<file path="src/design/cartridge_bank_mapper_irq_core_assert.svh">
// Assertion macros shared by the mapper RTL.
// Expects signals named clk and arst_n in the module that expands them.
`ifndef CARTRIDGE_BANK_MAPPER_IRQ_CORE_ASSERT_SVH
`define CARTRIDGE_BANK_MAPPER_IRQ_CORE_ASSERT_SVH

// Same-cycle implication, checked outside reset
`define CBM_ASSERT_IMP(lbl, ante, cons, msg) \
	lbl: assert property (@(posedge clk) disable iff (!arst_n) (ante) |-> (cons)) \
		else $error(msg);

// Next-cycle implication, checked outside reset
`define CBM_ASSERT_NXT(lbl, ante, cons, msg) \
	lbl: assert property (@(posedge clk) disable iff (!arst_n) (ante) |=> (cons)) \
		else $error(msg);

`endif

</file>
<file path="src/design/cbm_pkg.sv">
// Shared types and constants for the cartridge bank mapper.
// No dependencies; used by cbm_xlate and the top level.
package cbm_pkg;

	// default width of the switchable PRG bank select
	localparam int PrgSelectBitsDef = 4;
	localparam logic [7:0] LastPrgBankRst = 8'd15;

	// request kinds
	typedef enum logic [1:0] {
		ACT_WRITE = 2'd0,
		ACT_TICK  = 2'd1,
		ACT_CPU   = 2'd2,
		ACT_PPU   = 2'd3
	} action_t;

	// result address spaces
	typedef enum logic [1:0] {
		SPC_PRG  = 2'd0,
		SPC_CHR  = 2'd1,
		SPC_NT   = 2'd2,
		SPC_NONE = 2'd3
	} space_t;

	// nametable mirroring
	typedef enum logic [1:0] {
		MIR_VERT = 2'd0,
		MIR_HORZ = 2'd1,
		MIR_ONE0 = 2'd2,
		MIR_ONE1 = 2'd3
	} mirror_t;

	// mapper register offsets within the decoded window (low nibble)
	localparam logic [3:0] MREG_CHR_FIRST = 4'h0;
	localparam logic [3:0] MREG_CHR_LAST  = 4'h7;
	localparam logic [3:0] MREG_PRG       = 4'h8;
	localparam logic [3:0] MREG_MIRROR    = 4'h9;
	localparam logic [3:0] MREG_IRQ_CTRL  = 4'hA;
	localparam logic [3:0] MREG_CNT_LO    = 4'hB;
	localparam logic [3:0] MREG_CNT_HI    = 4'hC;
	// EEPROM port, decoded but ignored
	localparam logic [3:0] MREG_EEPROM    = 4'hD;

	// configuration register indexes (paddr bit 2)
	localparam logic CFG_ALT_MODE  = 1'b0;
	localparam logic CFG_LAST_PRG  = 1'b1;

	localparam logic [15:0] AltWindowOffset = 16'h2000;
	localparam logic [15:0] IrqFireCount    = 16'hFFFE;
	localparam logic [2:0]  RegWindowTop    = 3'b011;
	localparam logic [5:0]  PaletteTop      = 6'h3F;

	localparam int RomAddrW = 22;

	typedef struct packed {
		space_t                space;
		logic [RomAddrW-1:0]   rom_addr;
		logic                  irq_line;
	} result_t;

endpackage

</file>
<file path="src/design/cartridge_bank_mapper_irq_core.sv">
// Bank mapper with CPU-cycle IRQ counter: register file, IRQ logic, output skid.
// Depends on cbm_pkg, cbm_xlate and cartridge_bank_mapper_irq_core_assert.svh.
//
// Usage:
//   Request channel (in_valid/in_stall, action/addr/data): one request per CPU
//   event - a register write, a cycle tick, a CPU read or a PPU access.
//   Result channel (out_valid/out_stall, space/rom_addr/irq_line): exactly one
//   result per request, in order; irq_line is the IRQ level after the request.
//   Throughput is one request per cycle while in_stall is low: decode, state
//   update and translation all finish in the cycle a request is accepted.
//   When the receiver stalls, the result register holds and one more request
//   is taken into a skid register; in_stall then rises until the result
//   register drains. Registers alt_mode and last_prg_bank are written over
//   the APB port at byte addresses 0 and 4; the user must do so only while no
//   request is in flight, as the block itself does not enforce it.
//   Reset (arst_n low) clears all bank registers and the IRQ state, sets
//   last_prg_bank to 15 and empties both result registers.
module cartridge_bank_mapper_irq_core #(
	parameter int PRG_SELECT_BITS = cbm_pkg::PrgSelectBitsDef
) (
	input  logic                           clk,
	input  logic                           arst_n,
	// request channel
	input  logic                           in_valid,
	output logic                           in_stall,
	input  cbm_pkg::action_t               action,
	input  logic [15:0]                    addr,
	input  logic [7:0]                     data,
	// result channel
	output logic                           out_valid,
	input  logic                           out_stall,
	output cbm_pkg::space_t                space,
	output logic [cbm_pkg::RomAddrW-1:0]   rom_addr,
	output logic                           irq_line,
	// configuration port
	input  logic                           psel,
	input  logic                           penable,
	input  logic                           pwrite,
	input  logic [2:0]                     paddr,
	input  logic [31:0]                    pwdata,
	output logic [31:0]                    prdata,
	output logic                           pready
);

	`include "cartridge_bank_mapper_irq_core_assert.svh"

	logic                        alt_mode_q;
	logic [7:0]                  last_prg_bank_q;
	logic [7:0][7:0]             chr_bank_q;
	logic [PRG_SELECT_BITS-1:0]  prg_bank_q;
	cbm_pkg::mirror_t            mirror_mode_q;
	logic                        irq_enabled_q;
	logic                        irq_ack_q;
	logic [15:0]                 irq_count_q;
	logic [15:0]                 irq_reload_q;
	logic                        irq_level_q;

	logic                        irq_enabled_d;
	logic                        irq_ack_d;
	logic [15:0]                 irq_count_d;
	logic                        irq_level_d;

	logic                        in_acc;
	logic                        cfg_wr;
	logic                        wr_req;
	logic [15:0]                 wr_addr;
	logic                        wr_hit;
	logic [3:0]                  wr_reg;

	cbm_pkg::space_t             xl_space;
	logic [cbm_pkg::RomAddrW-1:0] xl_addr;
	cbm_pkg::result_t            res_new;
	cbm_pkg::result_t            out_q;
	cbm_pkg::result_t            skid_q;
	logic                        out_valid_q;
	logic                        skid_valid_q;
	logic                        out_free;

	// request and config handshakes
	assign in_stall = skid_valid_q;
	assign in_acc   = in_valid && !skid_valid_q;
	assign pready   = 1'b1;
	assign cfg_wr   = psel && penable && pwrite;
	assign prdata   = (paddr[2] == cbm_pkg::CFG_LAST_PRG) ? 32'(last_prg_bank_q)
	                                                      : 32'(alt_mode_q);

	// configuration registers
	always_ff @(posedge clk or negedge arst_n) begin
		if (!arst_n) begin
			alt_mode_q      <= 1'b0;
			last_prg_bank_q <= cbm_pkg::LastPrgBankRst;
		end else if (cfg_wr) begin
			if (paddr[2] == cbm_pkg::CFG_LAST_PRG) begin
				last_prg_bank_q <= pwdata[7:0];
			end else begin
				alt_mode_q <= pwdata[0];
			end
		end
	end

	// decode the CPU write window
	assign wr_req  = in_acc && (action == cbm_pkg::ACT_WRITE);
	assign wr_addr = alt_mode_q ? (addr - cbm_pkg::AltWindowOffset) : addr;
	assign wr_hit  = (alt_mode_q ? addr[15] : (addr[15:13] == cbm_pkg::RegWindowTop))
	                 && (wr_addr[15:13] == cbm_pkg::RegWindowTop);
	assign wr_reg  = wr_addr[3:0];

	// bank and mirroring registers
	always_ff @(posedge clk or negedge arst_n) begin
		if (!arst_n) begin
			chr_bank_q    <= '0;
			prg_bank_q    <= '0;
			mirror_mode_q <= cbm_pkg::MIR_VERT;
			irq_reload_q  <= '0;
		end else if (wr_req && wr_hit) begin
			unique case (wr_reg) inside
				[cbm_pkg::MREG_CHR_FIRST:cbm_pkg::MREG_CHR_LAST]:
					chr_bank_q[wr_reg[2:0]] <= data;
				cbm_pkg::MREG_PRG:    prg_bank_q    <= data[PRG_SELECT_BITS-1:0];
				cbm_pkg::MREG_MIRROR: mirror_mode_q <= cbm_pkg::mirror_t'(data[1:0]);
				cbm_pkg::MREG_CNT_LO: begin
					if (alt_mode_q) begin
						irq_reload_q[7:0] <= data;
					end
				end
				cbm_pkg::MREG_CNT_HI: begin
					if (alt_mode_q) begin
						irq_reload_q[15:8] <= data;
					end
				end
				default: ;
			endcase
		end
	end

	// next IRQ state from writes and ticks
	always_comb begin
		irq_enabled_d = irq_enabled_q;
		irq_ack_d     = irq_ack_q;
		irq_count_d   = irq_count_q;
		irq_level_d   = irq_level_q;
		if (wr_req && wr_hit) begin
			unique case (wr_reg)
				cbm_pkg::MREG_IRQ_CTRL: begin
					irq_enabled_d = data[0];
					irq_ack_d     = 1'b1;
					if (alt_mode_q) begin
						irq_count_d = irq_reload_q;
					end
				end
				cbm_pkg::MREG_CNT_LO: begin
					if (!alt_mode_q) begin
						irq_count_d[7:0] = data;
					end
				end
				cbm_pkg::MREG_CNT_HI: begin
					if (!alt_mode_q) begin
						irq_count_d[15:8] = data;
					end
				end
				default: ;
			endcase
		end else if (in_acc && (action == cbm_pkg::ACT_TICK)) begin
			// drop a pending acknowledge, then count or fire
			if (irq_ack_q) begin
				irq_level_d = 1'b0;
				irq_ack_d   = 1'b0;
			end
			if (irq_enabled_q) begin
				if (irq_count_q == cbm_pkg::IrqFireCount) begin
					irq_level_d   = 1'b1;
					irq_enabled_d = 1'b0;
				end else begin
					irq_count_d = irq_count_q - 16'd1;
				end
			end
		end
	end

	always_ff @(posedge clk or negedge arst_n) begin
		if (!arst_n) begin
			irq_enabled_q <= 1'b0;
			irq_ack_q     <= 1'b0;
			irq_count_q   <= '0;
			irq_level_q   <= 1'b0;
		end else begin
			irq_enabled_q <= irq_enabled_d;
			irq_ack_q     <= irq_ack_d;
			irq_count_q   <= irq_count_d;
			irq_level_q   <= irq_level_d;
		end
	end

	cbm_xlate #(
		.PRG_SELECT_BITS (PRG_SELECT_BITS)
	) u_xlate (
		.action        (action),
		.addr          (addr),
		.prg_bank      (prg_bank_q),
		.last_prg_bank (last_prg_bank_q),
		.chr_bank      (chr_bank_q),
		.mirror_mode   (mirror_mode_q),
		.space         (xl_space),
		.rom_addr      (xl_addr)
	);

	assign res_new = '{space: xl_space, rom_addr: xl_addr, irq_line: irq_level_d};

	// result register and skid control
	assign out_free = !out_valid_q || !out_stall;

	always_ff @(posedge clk or negedge arst_n) begin
		if (!arst_n) begin
			out_valid_q  <= 1'b0;
			skid_valid_q <= 1'b0;
		end else if (out_free) begin
			out_valid_q  <= skid_valid_q || in_acc;
			skid_valid_q <= 1'b0;
		end else if (in_acc) begin
			skid_valid_q <= 1'b1;
		end
	end

	// advance the result payload, or park a new result in the skid while stalled
	always_ff @(posedge clk) begin
		if (out_free) begin
			out_q <= skid_valid_q ? skid_q : res_new;
		end else if (in_acc) begin
			skid_q <= res_new;
		end
	end

	assign out_valid = out_valid_q;
	assign space     = out_q.space;
	assign rom_addr  = out_q.rom_addr;
	assign irq_line  = out_q.irq_line;

	`CBM_ASSERT_IMP(a_skid_implies_out, skid_valid_q, out_valid_q,
		"skid register full while result register empty")
	`CBM_ASSERT_NXT(a_skid_fills_on_stall, in_acc && out_valid_q && out_stall,
		skid_valid_q, "request lost while result register stalled")
	`CBM_ASSERT_IMP(a_irq_rise_on_tick, $rose(irq_level_q),
		$past(in_acc) && ($past(action) == cbm_pkg::ACT_TICK),
		"IRQ level rose without a tick")
	`CBM_ASSERT_NXT(a_ctrl_write_acks, wr_req && wr_hit && (wr_reg == cbm_pkg::MREG_IRQ_CTRL),
		irq_ack_q, "IRQ control write did not set acknowledge")

endmodule

</file>
<file path="src/design/cbm_xlate.sv">
// Address translation for CPU reads and PPU accesses.
// Depends on cbm_pkg; pure combinational logic fed from mapper state.
module cbm_xlate #(
	parameter int PRG_SELECT_BITS = cbm_pkg::PrgSelectBitsDef
) (
	input  cbm_pkg::action_t                action,
	input  logic [15:0]                     addr,
	input  logic [PRG_SELECT_BITS-1:0]      prg_bank,
	input  logic [7:0]                      last_prg_bank,
	input  logic [7:0][7:0]                 chr_bank,
	input  cbm_pkg::mirror_t                mirror_mode,
	output cbm_pkg::space_t                 space,
	output logic [cbm_pkg::RomAddrW-1:0]    rom_addr
);

	logic [13:0] ppu_a;
	logic [7:0]  prg_sel;
	logic [7:0]  chr_sel;
	logic        page;

	assign ppu_a   = addr[13:0];
	assign chr_sel = chr_bank[ppu_a[12:10]];

	// pick the 16 KB bank for the CPU window
	always_comb begin
		prg_sel = 8'(prg_bank);
		if (addr[14]) begin
			prg_sel = last_prg_bank;
		end
	end

	// nametable page from the mirroring mode
	always_comb begin
		case (mirror_mode)
			cbm_pkg::MIR_VERT: page = ppu_a[10];
			cbm_pkg::MIR_HORZ: page = ppu_a[11];
			cbm_pkg::MIR_ONE0: page = 1'b0;
			default:           page = 1'b1;
		endcase
	end

	// translate by request kind
	always_comb begin
		space    = cbm_pkg::SPC_NONE;
		rom_addr = '0;
		case (action)
			cbm_pkg::ACT_CPU: begin
				if (addr[15]) begin
					space    = cbm_pkg::SPC_PRG;
					rom_addr = {prg_sel, addr[13:0]};
				end
			end
			cbm_pkg::ACT_PPU: begin
				if (!ppu_a[13]) begin
					space    = cbm_pkg::SPC_CHR;
					rom_addr = cbm_pkg::RomAddrW'({chr_sel, ppu_a[9:0]});
				end else if (ppu_a[13:8] != cbm_pkg::PaletteTop) begin
					space    = cbm_pkg::SPC_NT;
					rom_addr = cbm_pkg::RomAddrW'({page, ppu_a[9:0]});
				end
			end
			default: begin
				space    = cbm_pkg::SPC_NONE;
				rom_addr = '0;
			end
		endcase
	end

endmodule
</file>
<file path="config.mk">
export PLATFORM = sky130hd
export DESIGN_NAME = cartridge_bank_mapper_irq_core
export DESIGN_NICKNAME = d
export VERILOG_FILES = /design/src/design/cbm_pkg.sv /design/src/design/cartridge_bank_mapper_irq_core.sv /design/src/design/cbm_xlate.sv
export VERILOG_INCLUDE_DIRS = /design/src /design/src/design
export SDC_FILE = /design/constraint.sdc
export NUM_CORES = 1
export LEC_CHECK = 0
export ABC_AREA = 1
export BUFFER_PORTS_ARGS = -buffer_cell sky130_fd_sc_hd__buf_4
export CAP_MARGIN = 25
export CORE_ASPECT_RATIO = 1.75
export CORE_UTILIZATION = 43
export DETAILED_ROUTE_END_ITERATION = 6
export PLACE_DENSITY_LB_ADDON = 0.15
export SYNTH_ARGS = -nofsm -noshare
export SYNTH_HDL_FRONTEND = slang
export SYNTH_SLANG_ARGS = --single-unit
</file>
<file path="constraint.sdc">
create_clock -name clk -period 3.8 [get_ports clk]
set_input_delay 0.76 -clock clk [delete_from_list [all_inputs] [get_ports clk]]
set_output_delay 0.76 -clock clk [all_outputs]
set_load 0.02 [all_outputs]
</file>
==> metrics.cfg, run 1 <==
[synth]
syn_inst = 1011
synth_cell_types = 41
ys_seq_area_share_pct = 52.7
ys_ff_latch = 166
synth_edf_count = 50
syn_area_um2 = 8370
yosys_warnings = 0
yosys_most_used_dff = dfrtp_1
avgSynthCellArea_um2 = 8.27
ys_async_sr_fraction_pct = 69.9

[timing]
fin_tns_setup_ns = 0
report.final.hold_viol_count = 0
fin_skew_ns = 0.0102
setup_violations = 0
period_minus_slack_ns = 2.51
max_slew.worst_pin.slew_ns = 0.760
postLayoutSetupSlackWorst_ns = 1.29
slew_headroom_pct = 49.1
period_share_pct = 66.0
whs_ns = 0.376
maxSlewViolCount = 0
rsz0062_at_grt = no
fmax_ghz = 0.399

[clock_network]
post_cts_buffers = 0
clockBufferDepth = 2
postCtsHoldBufs = 0
cts_resized = 0
clock_latency_ns = 0.43
clk_pin_slew_ns = 0.07
cts_tree = yes
clock-root-buffer = clkbuf_16
htree_levels = 4
cts_buffers = 17
cts.sinks = 166

[placed_design]
place_ws_ns = 0.906
dp_hpwl_um = 14400
gp_congestion = 0.835
dp_cells = 1295
port_buffers = 76

[floorplanning]
io_pins = 128
die_x_um = 107
core_area_um2 = 19100
fp.dieH_um = 187
rows = 67
initial_core_util_pct = 43.8
die-area_um2 = 20000

[setup_path]
start_kind = input port
required_ns = 3.98
reg2reg_from = in_stall
cp_data_arrival_time_ns = 2.69
path_class = in2reg
end_kind = flop
path_max_fanout = 35
startpoint = addr[10]

[final_layout]
fin_util_pct = 50.3
antenna_cells = 0
nFillCells = 1895
final_cell_mix = nand2_1 (334), o21ai_0 (113), dfrtp_1 (112)
areaGrowthSynthToFinish_pct = 14.9
layout_commonest_cell = nand2_1
stdcell_count = 1327
fin_nets = 1145
drive_above_1_share_pct = 13.8

[drt]
drtPass1Iterations = 7
via_count = 6697
first_iter_violations = 286
viasPerCell = 5.05
antenna_left = 0
wl_per_cell_um = 15.2
wl_um = 20100
remaining_drc_errors = 0

[global_route]
grt_usage_pct = 21.5
grt_max_degree = 57
overflow = 0
grt_pass1_vias = 6443
antenna_found_initial = 0
grt_pass1_wl_um = 33000

[power_and_ir_drop]
ir_drop_v = 0.000257
power.leakage_nw = 4.62
powerDensity_nw_per_um2 = 513

[outcome]
status = complete, no violations

[worst_hold_path]
hold_path.class = in2async

[flow_run]
maxCapViolCount = 0

[where the power goes]
group	switching, W	leakage [nW]	internal (W)
sequential	0.000140	2.07	0.00200
clock	0.000736	0.289	0.000967
combinational	0.000702	2.26	0.000390
[worst max-delay path, cell delays in order]
cell      delay, ns
buf_4          0.34
inv_1          0.35
o21ai_0        0.59
o211ai_1       0.18
nand3_1        0.14
o21ai_0        0.14
nand2_1        0.08
nand2_1        0.07
[layer usage]
metal | vias up | GRT usage, % | share of wire, %
li1 | 3369 | - | -
met1 | 3156 | 25.6 | 41
met2 | 140 | 38.3 | 53
met3 | 32 | 2.83 | 3.0
met4 | 0 | 9.01 | 3.0
met5 | - | 0 | 0
[final timing paths]
path                                            to  slack [ns]  cells after the start
worst min-delay path               irq_count_q[12]        0.38                      1
min in group clk                  irq_reload_q[11]        0.48                      2
max in group asynchronous       last_prg_bank_q[2]        2.61                      2
worst min register to register    irq_reload_q[11]        0.48                      2
worst max-delay path                  rom_addr[16]        1.29                      8
worst max register to register      chr_bank_q[41]        1.62                      8
[through the flow]
step	power, W	area (um2)
after global placement	0.00325	9020
after detailed placement	0.00326	9020
after global routing	0.00524	9610
after floorplan	0.00295	8450
final	0.00493	9610
after CTS	0.00499	9610
[kinds of logic after synthesis]
family | after synthesis | synth area share, %
AO/OA/AOI/OAI | 191 | 12.0
XOR/XNOR | 5 | 0.523
adder cells (fa/ha/maj) | 4 | 0.598
buffers and inverters | 132 | 7.55
flip-flops | 166 | 52.7
multiplexers | 4 | 0.538
other | 2 | 0.0898
AND/OR/NAND/NOR | 507 | 26.0
[registers in the layout (all words and copies together), names as in the netlist, 2 cells and up]
register         cells
chr_bank_q          64
skid_q              25
rom_addr            22
irq_count_q         16
irq_reload_q        16
last_prg_bank_q      8
prg_bank_q           4
mirror_mode_q        2
space                2
[synthesized netlist by cell type, types with 5 or more instances]
cell type / n / area, um2
nand3_1: 29 / 145
a21oi_1: 8 / 40.0
buf_2: 9 / 45.0
o21ai_0: 113 / 566
inv_1: 59 / 221
o21ai_1: 51 / 255
buf_4: 25 / 188
nand2_1: 334 / 1250
nor2_1: 112 / 420
edfxtp_1: 50 / 1500
clkbuf_1: 26 / 97.6
o211ai_1: 16 / 120
dfrtp_1: 112 / 2800
nand4_4: 5 / 106
[layout make-up]
type	instances	area, um2	area share [%]
Clock inverter	9	80.1	0.833
Sequential cell	166	4410	45.9
Multi-Input combinational cell	736	3410	35.5
Tap cell	241	302	3.14
Clock buffer	23	510	5.31
Inverter	66	249	2.59
Timing Repair Buffer	86	646	6.72
Power figures use the tool's default switching activity.
==> run 2, diff against run 1 <==
--- a/config.mk
+++ b/config.mk
@@ -6,7 +6,7 @@
 export SDC_FILE = /design/constraint.sdc
 export NUM_CORES = 1
 export LEC_CHECK = 0
-export ABC_AREA = 1
+export ABC_AREA = 0
 export BUFFER_PORTS_ARGS = -buffer_cell sky130_fd_sc_hd__buf_4
 export CAP_MARGIN = 25
 export CORE_ASPECT_RATIO = 1.75
==> constraint.sdc (replaced) <==
create_clock -name clk -period 2.6 [get_ports clk]
set_input_delay 0.52 -clock clk [delete_from_list [all_inputs] [get_ports clk]]
set_output_delay 0.52 -clock clk [all_outputs]
set_load 0.02 [all_outputs]
==> run 2 against run 1 <==
  * Sequential cell count did not move
  * Worst hold slack got worse by 0.34 ns
  * Clock power rose by 54%
  * Final cell count fell by 28%
  * Non-clock buffer count rose by 28
  * Area after synthesis fell by 1.2%
  * Cell area rose by 3.4%
  * Core utilization rose by 2.7 points
  * First-iteration DRC count fell by 28%
  * Via count fell by 23%
  * Highest routed layer unchanged
==> metrics.cfg, run 2 <==
[clock_network]
cts_tree = yes
cts_resized = 0
postCtsHoldBufs = 0
clock_latency_ns = 0.43
cts.sinks = 166
post_cts_buffers = 0
clk_pin_slew_ns = 0.07
clock-root-buffer = clkbuf_16
clockBufferDepth = 2
htree_levels = 4
cts_buffers = 17

[global_route]
grt_pass1_vias = 5581
grt_max_degree = 42
antenna_found_initial = 0
grt_pass1_wl_um = 30100
grt_usage_pct = 20.2
overflow = 0

[final_layout]
largest_reg_flops = 64
final_area_um2 = 9930
fin_nets = 774
antenna_cells = 0
top_register = chr_bank_q
fin_util_pct = 53.0
areaGrowthSynthToFinish_pct = 20.1
drive_above_1_share_pct = 44.1
layout_commonest_cell = mux2_2
final_cell_mix = mux2_2 (119), dfrtp_1 (112), buf_4 (104)

[drt]
wl_per_cell_um = 19.7
via_count = 5180
viasPerCell = 5.44
antenna_left = 0
drtPass1Iterations = 6
wl_um = 18800
remaining_drc_errors = 0
first_iter_violations = 205

[synth]
syn_inst = 608
ys_top_cells_by_count = mux2_2 (120), dfrtp_1 (112), edfxtp_1 (50)
synth_cell_types = 62
yosys_most_used_dff = dfrtp_1
avgSynthCellArea_um2 = 13.6
yosys-top-cells-area = dfrtp_1 (34%), edfxtp_1 (18%), mux2_2 (16%)
yosys_warnings = 0
ys_async_sr_fraction_pct = 69.9
synth_edf_count = 50
yosysTopAreaCell = dfrtp_1
synth.most_common_cell = mux2_2
synth_top_area_share_pct = 33.9
syn_area_um2 = 8270
ys_seq_area_share_pct = 53.3
ys_ff_latch = 166

[timing]
report.final.hold_viol_count = 0
setup_violations = 0
max_slew.worst_pin.slew_ns = 0.665
period_share_pct = 93.2
slew_headroom_pct = 55.5
period_minus_slack_ns = 2.42
maxSlewViolCount = 0
rsz0062_at_grt = no
fmax_ghz = 0.413
fin_skew_ns = 0.0112
postLayoutSetupSlackWorst_ns = 0.177

[placed_design]
place_area_um2 = 9320
gp_congestion = 0.810
dp_hpwl_um = 13400
port_buffers = 76
place_ws_ns = -0.0143

[setup_path]
path_max_fanout = 5
cp_slowest_cell = or3b_2
critPathBufInv = 1
cp_data_arrival_time_ns = 2.77
critical_path.max_stage_delay_ns = 0.47
crit_top_cell = or3_1
reg2reg_to = irq_count_q[12]
path_class = reg2reg
cp_num_cells = 7
path_cells = inv_1, ha_1, or3b_2, or3_1, or3_1, mux2_2, o221ai_1
cp_top_family = simple AND/OR/NAND/NOR gates
start_kind = flop
end_kind = flop
rrSetupSlack_ns = 0.18
reg2reg_from = irq_count_q[0]
r2r_cells = 7
required_ns = 2.94

[power_and_ir_drop]
power.leakage_nw = 4.51
powerDensity_nw_per_um2 = 621
ir_drop_v = 0.000492

[floorplanning]
die-area_um2 = 19800
die_x_um = 107
core_area_um2 = 18700
fp.dieH_um = 185
rows = 66
io_pins = 128
initial_core_util_pct = 44.1

[worst_hold_path]
hold_path.class = in2async

[outcome]
status = complete, no violations

[flow_run]
maxCapViolCount = 0

run 2: changes by cell type after synthesis, sizes merged, moves of 6 or more:
cell    previous run  this run
nand2            341        27
o21ai            164         8
mux2               4       129
nor2             117        25
inv               63         8
mux2i              0        30
nand3             31        10
and2               0        16
mux4               0        16
o211ai            16         3
nor3               1         8
o221ai             0         6
o22ai              0         6
or4                0         6
run 2: logic make-up (layout without fill, tap and decap cells):
group	count (synthesis)	count (layout)	synth area share, %
other	2	25	0.0908
AO/OA/AOI/OAI	57	57	5.42
adder cells (fa/ha/maj)	4	4	0.605
multiplexers	175	175	25.9
buffers and inverters	71	155	4.74
XOR/XNOR	1	1	0.106
flip-flops	166	166	53.3
AND/OR/NAND/NOR	132	132	9.81
run 2: worst max-delay path by stage:
| stage | start | to | slack [ns] |
|---|---|---|---|
| floorplan | addr[13] | chr_bank_q[33] | -0.05 |
| detailed placement | addr[13] | mirror_mode_q[0] | -0.01 |
| CTS | irq_count_q[0] | irq_count_q[12] | 0.19 |
| global route | irq_count_q[0] | irq_count_q[12] | 0.03 |
| global placement | addr[13] | prg_bank_q[3] | -0.04 |
| finish | irq_count_q[0] | irq_count_q[12] | 0.18 |
run 2: routing by layer:
metal,GRT usage (%),wire [um],up-vias
met3,3.22,609,29
met1,23.6,7540,2635
li1,-,-,2403
met4,8.77,466,0
met5,0,0,-
met2,36.3,10200,113
run 2: through the flow:
| stage | hold slack [ns] | power [W] | instances | setup TNS [ns] |
|---|---|---|---|---|
| after global placement | 0.463 | 0.00359 | 921 | -0.348 |
| after CTS | 0.0429 | 0.00624 | 953 | 0 |
| final | 0.0357 | 0.00616 | 953 | 0 |
| after floorplan | 0.224 | 0.00333 | 631 | -0.319 |
| after detailed placement | 0.484 | 0.00361 | 921 | -0.0656 |
| after global routing | 0.0551 | 0.00640 | 953 | 0 |
run 2: final cells by class:
type	instances	area (um2)
inverters	9	38.8
well taps	238	298
repair buffers	114	981
fillers	1613	8810
clock inverters	13	160
flip-flops and latches	166	4410
clock buffers	19	453
multi-input cells	394	3590
run 2: where the power goes:
| part | switching (W) | total [W] | internal (W) |
|---|---|---|---|
| clock | 0.00112 | 0.00261 | 0.00150 |
| combinational | 0.000400 | 0.000679 | 0.000279 |
| sequential | 0.0000487 | 0.00287 | 0.00282 |
| total | 0.00156 | 0.00616 | 0.00460 |
run 2: worst reg2reg max path: stages (launching register included):
cell,delay [ns]
dfrtp_1,0.42
inv_1,0.10
ha_1,0.20
or3b_2,0.47
or3_1,0.39
or3_1,0.32
mux2_2,0.27
o221ai_1,0.16
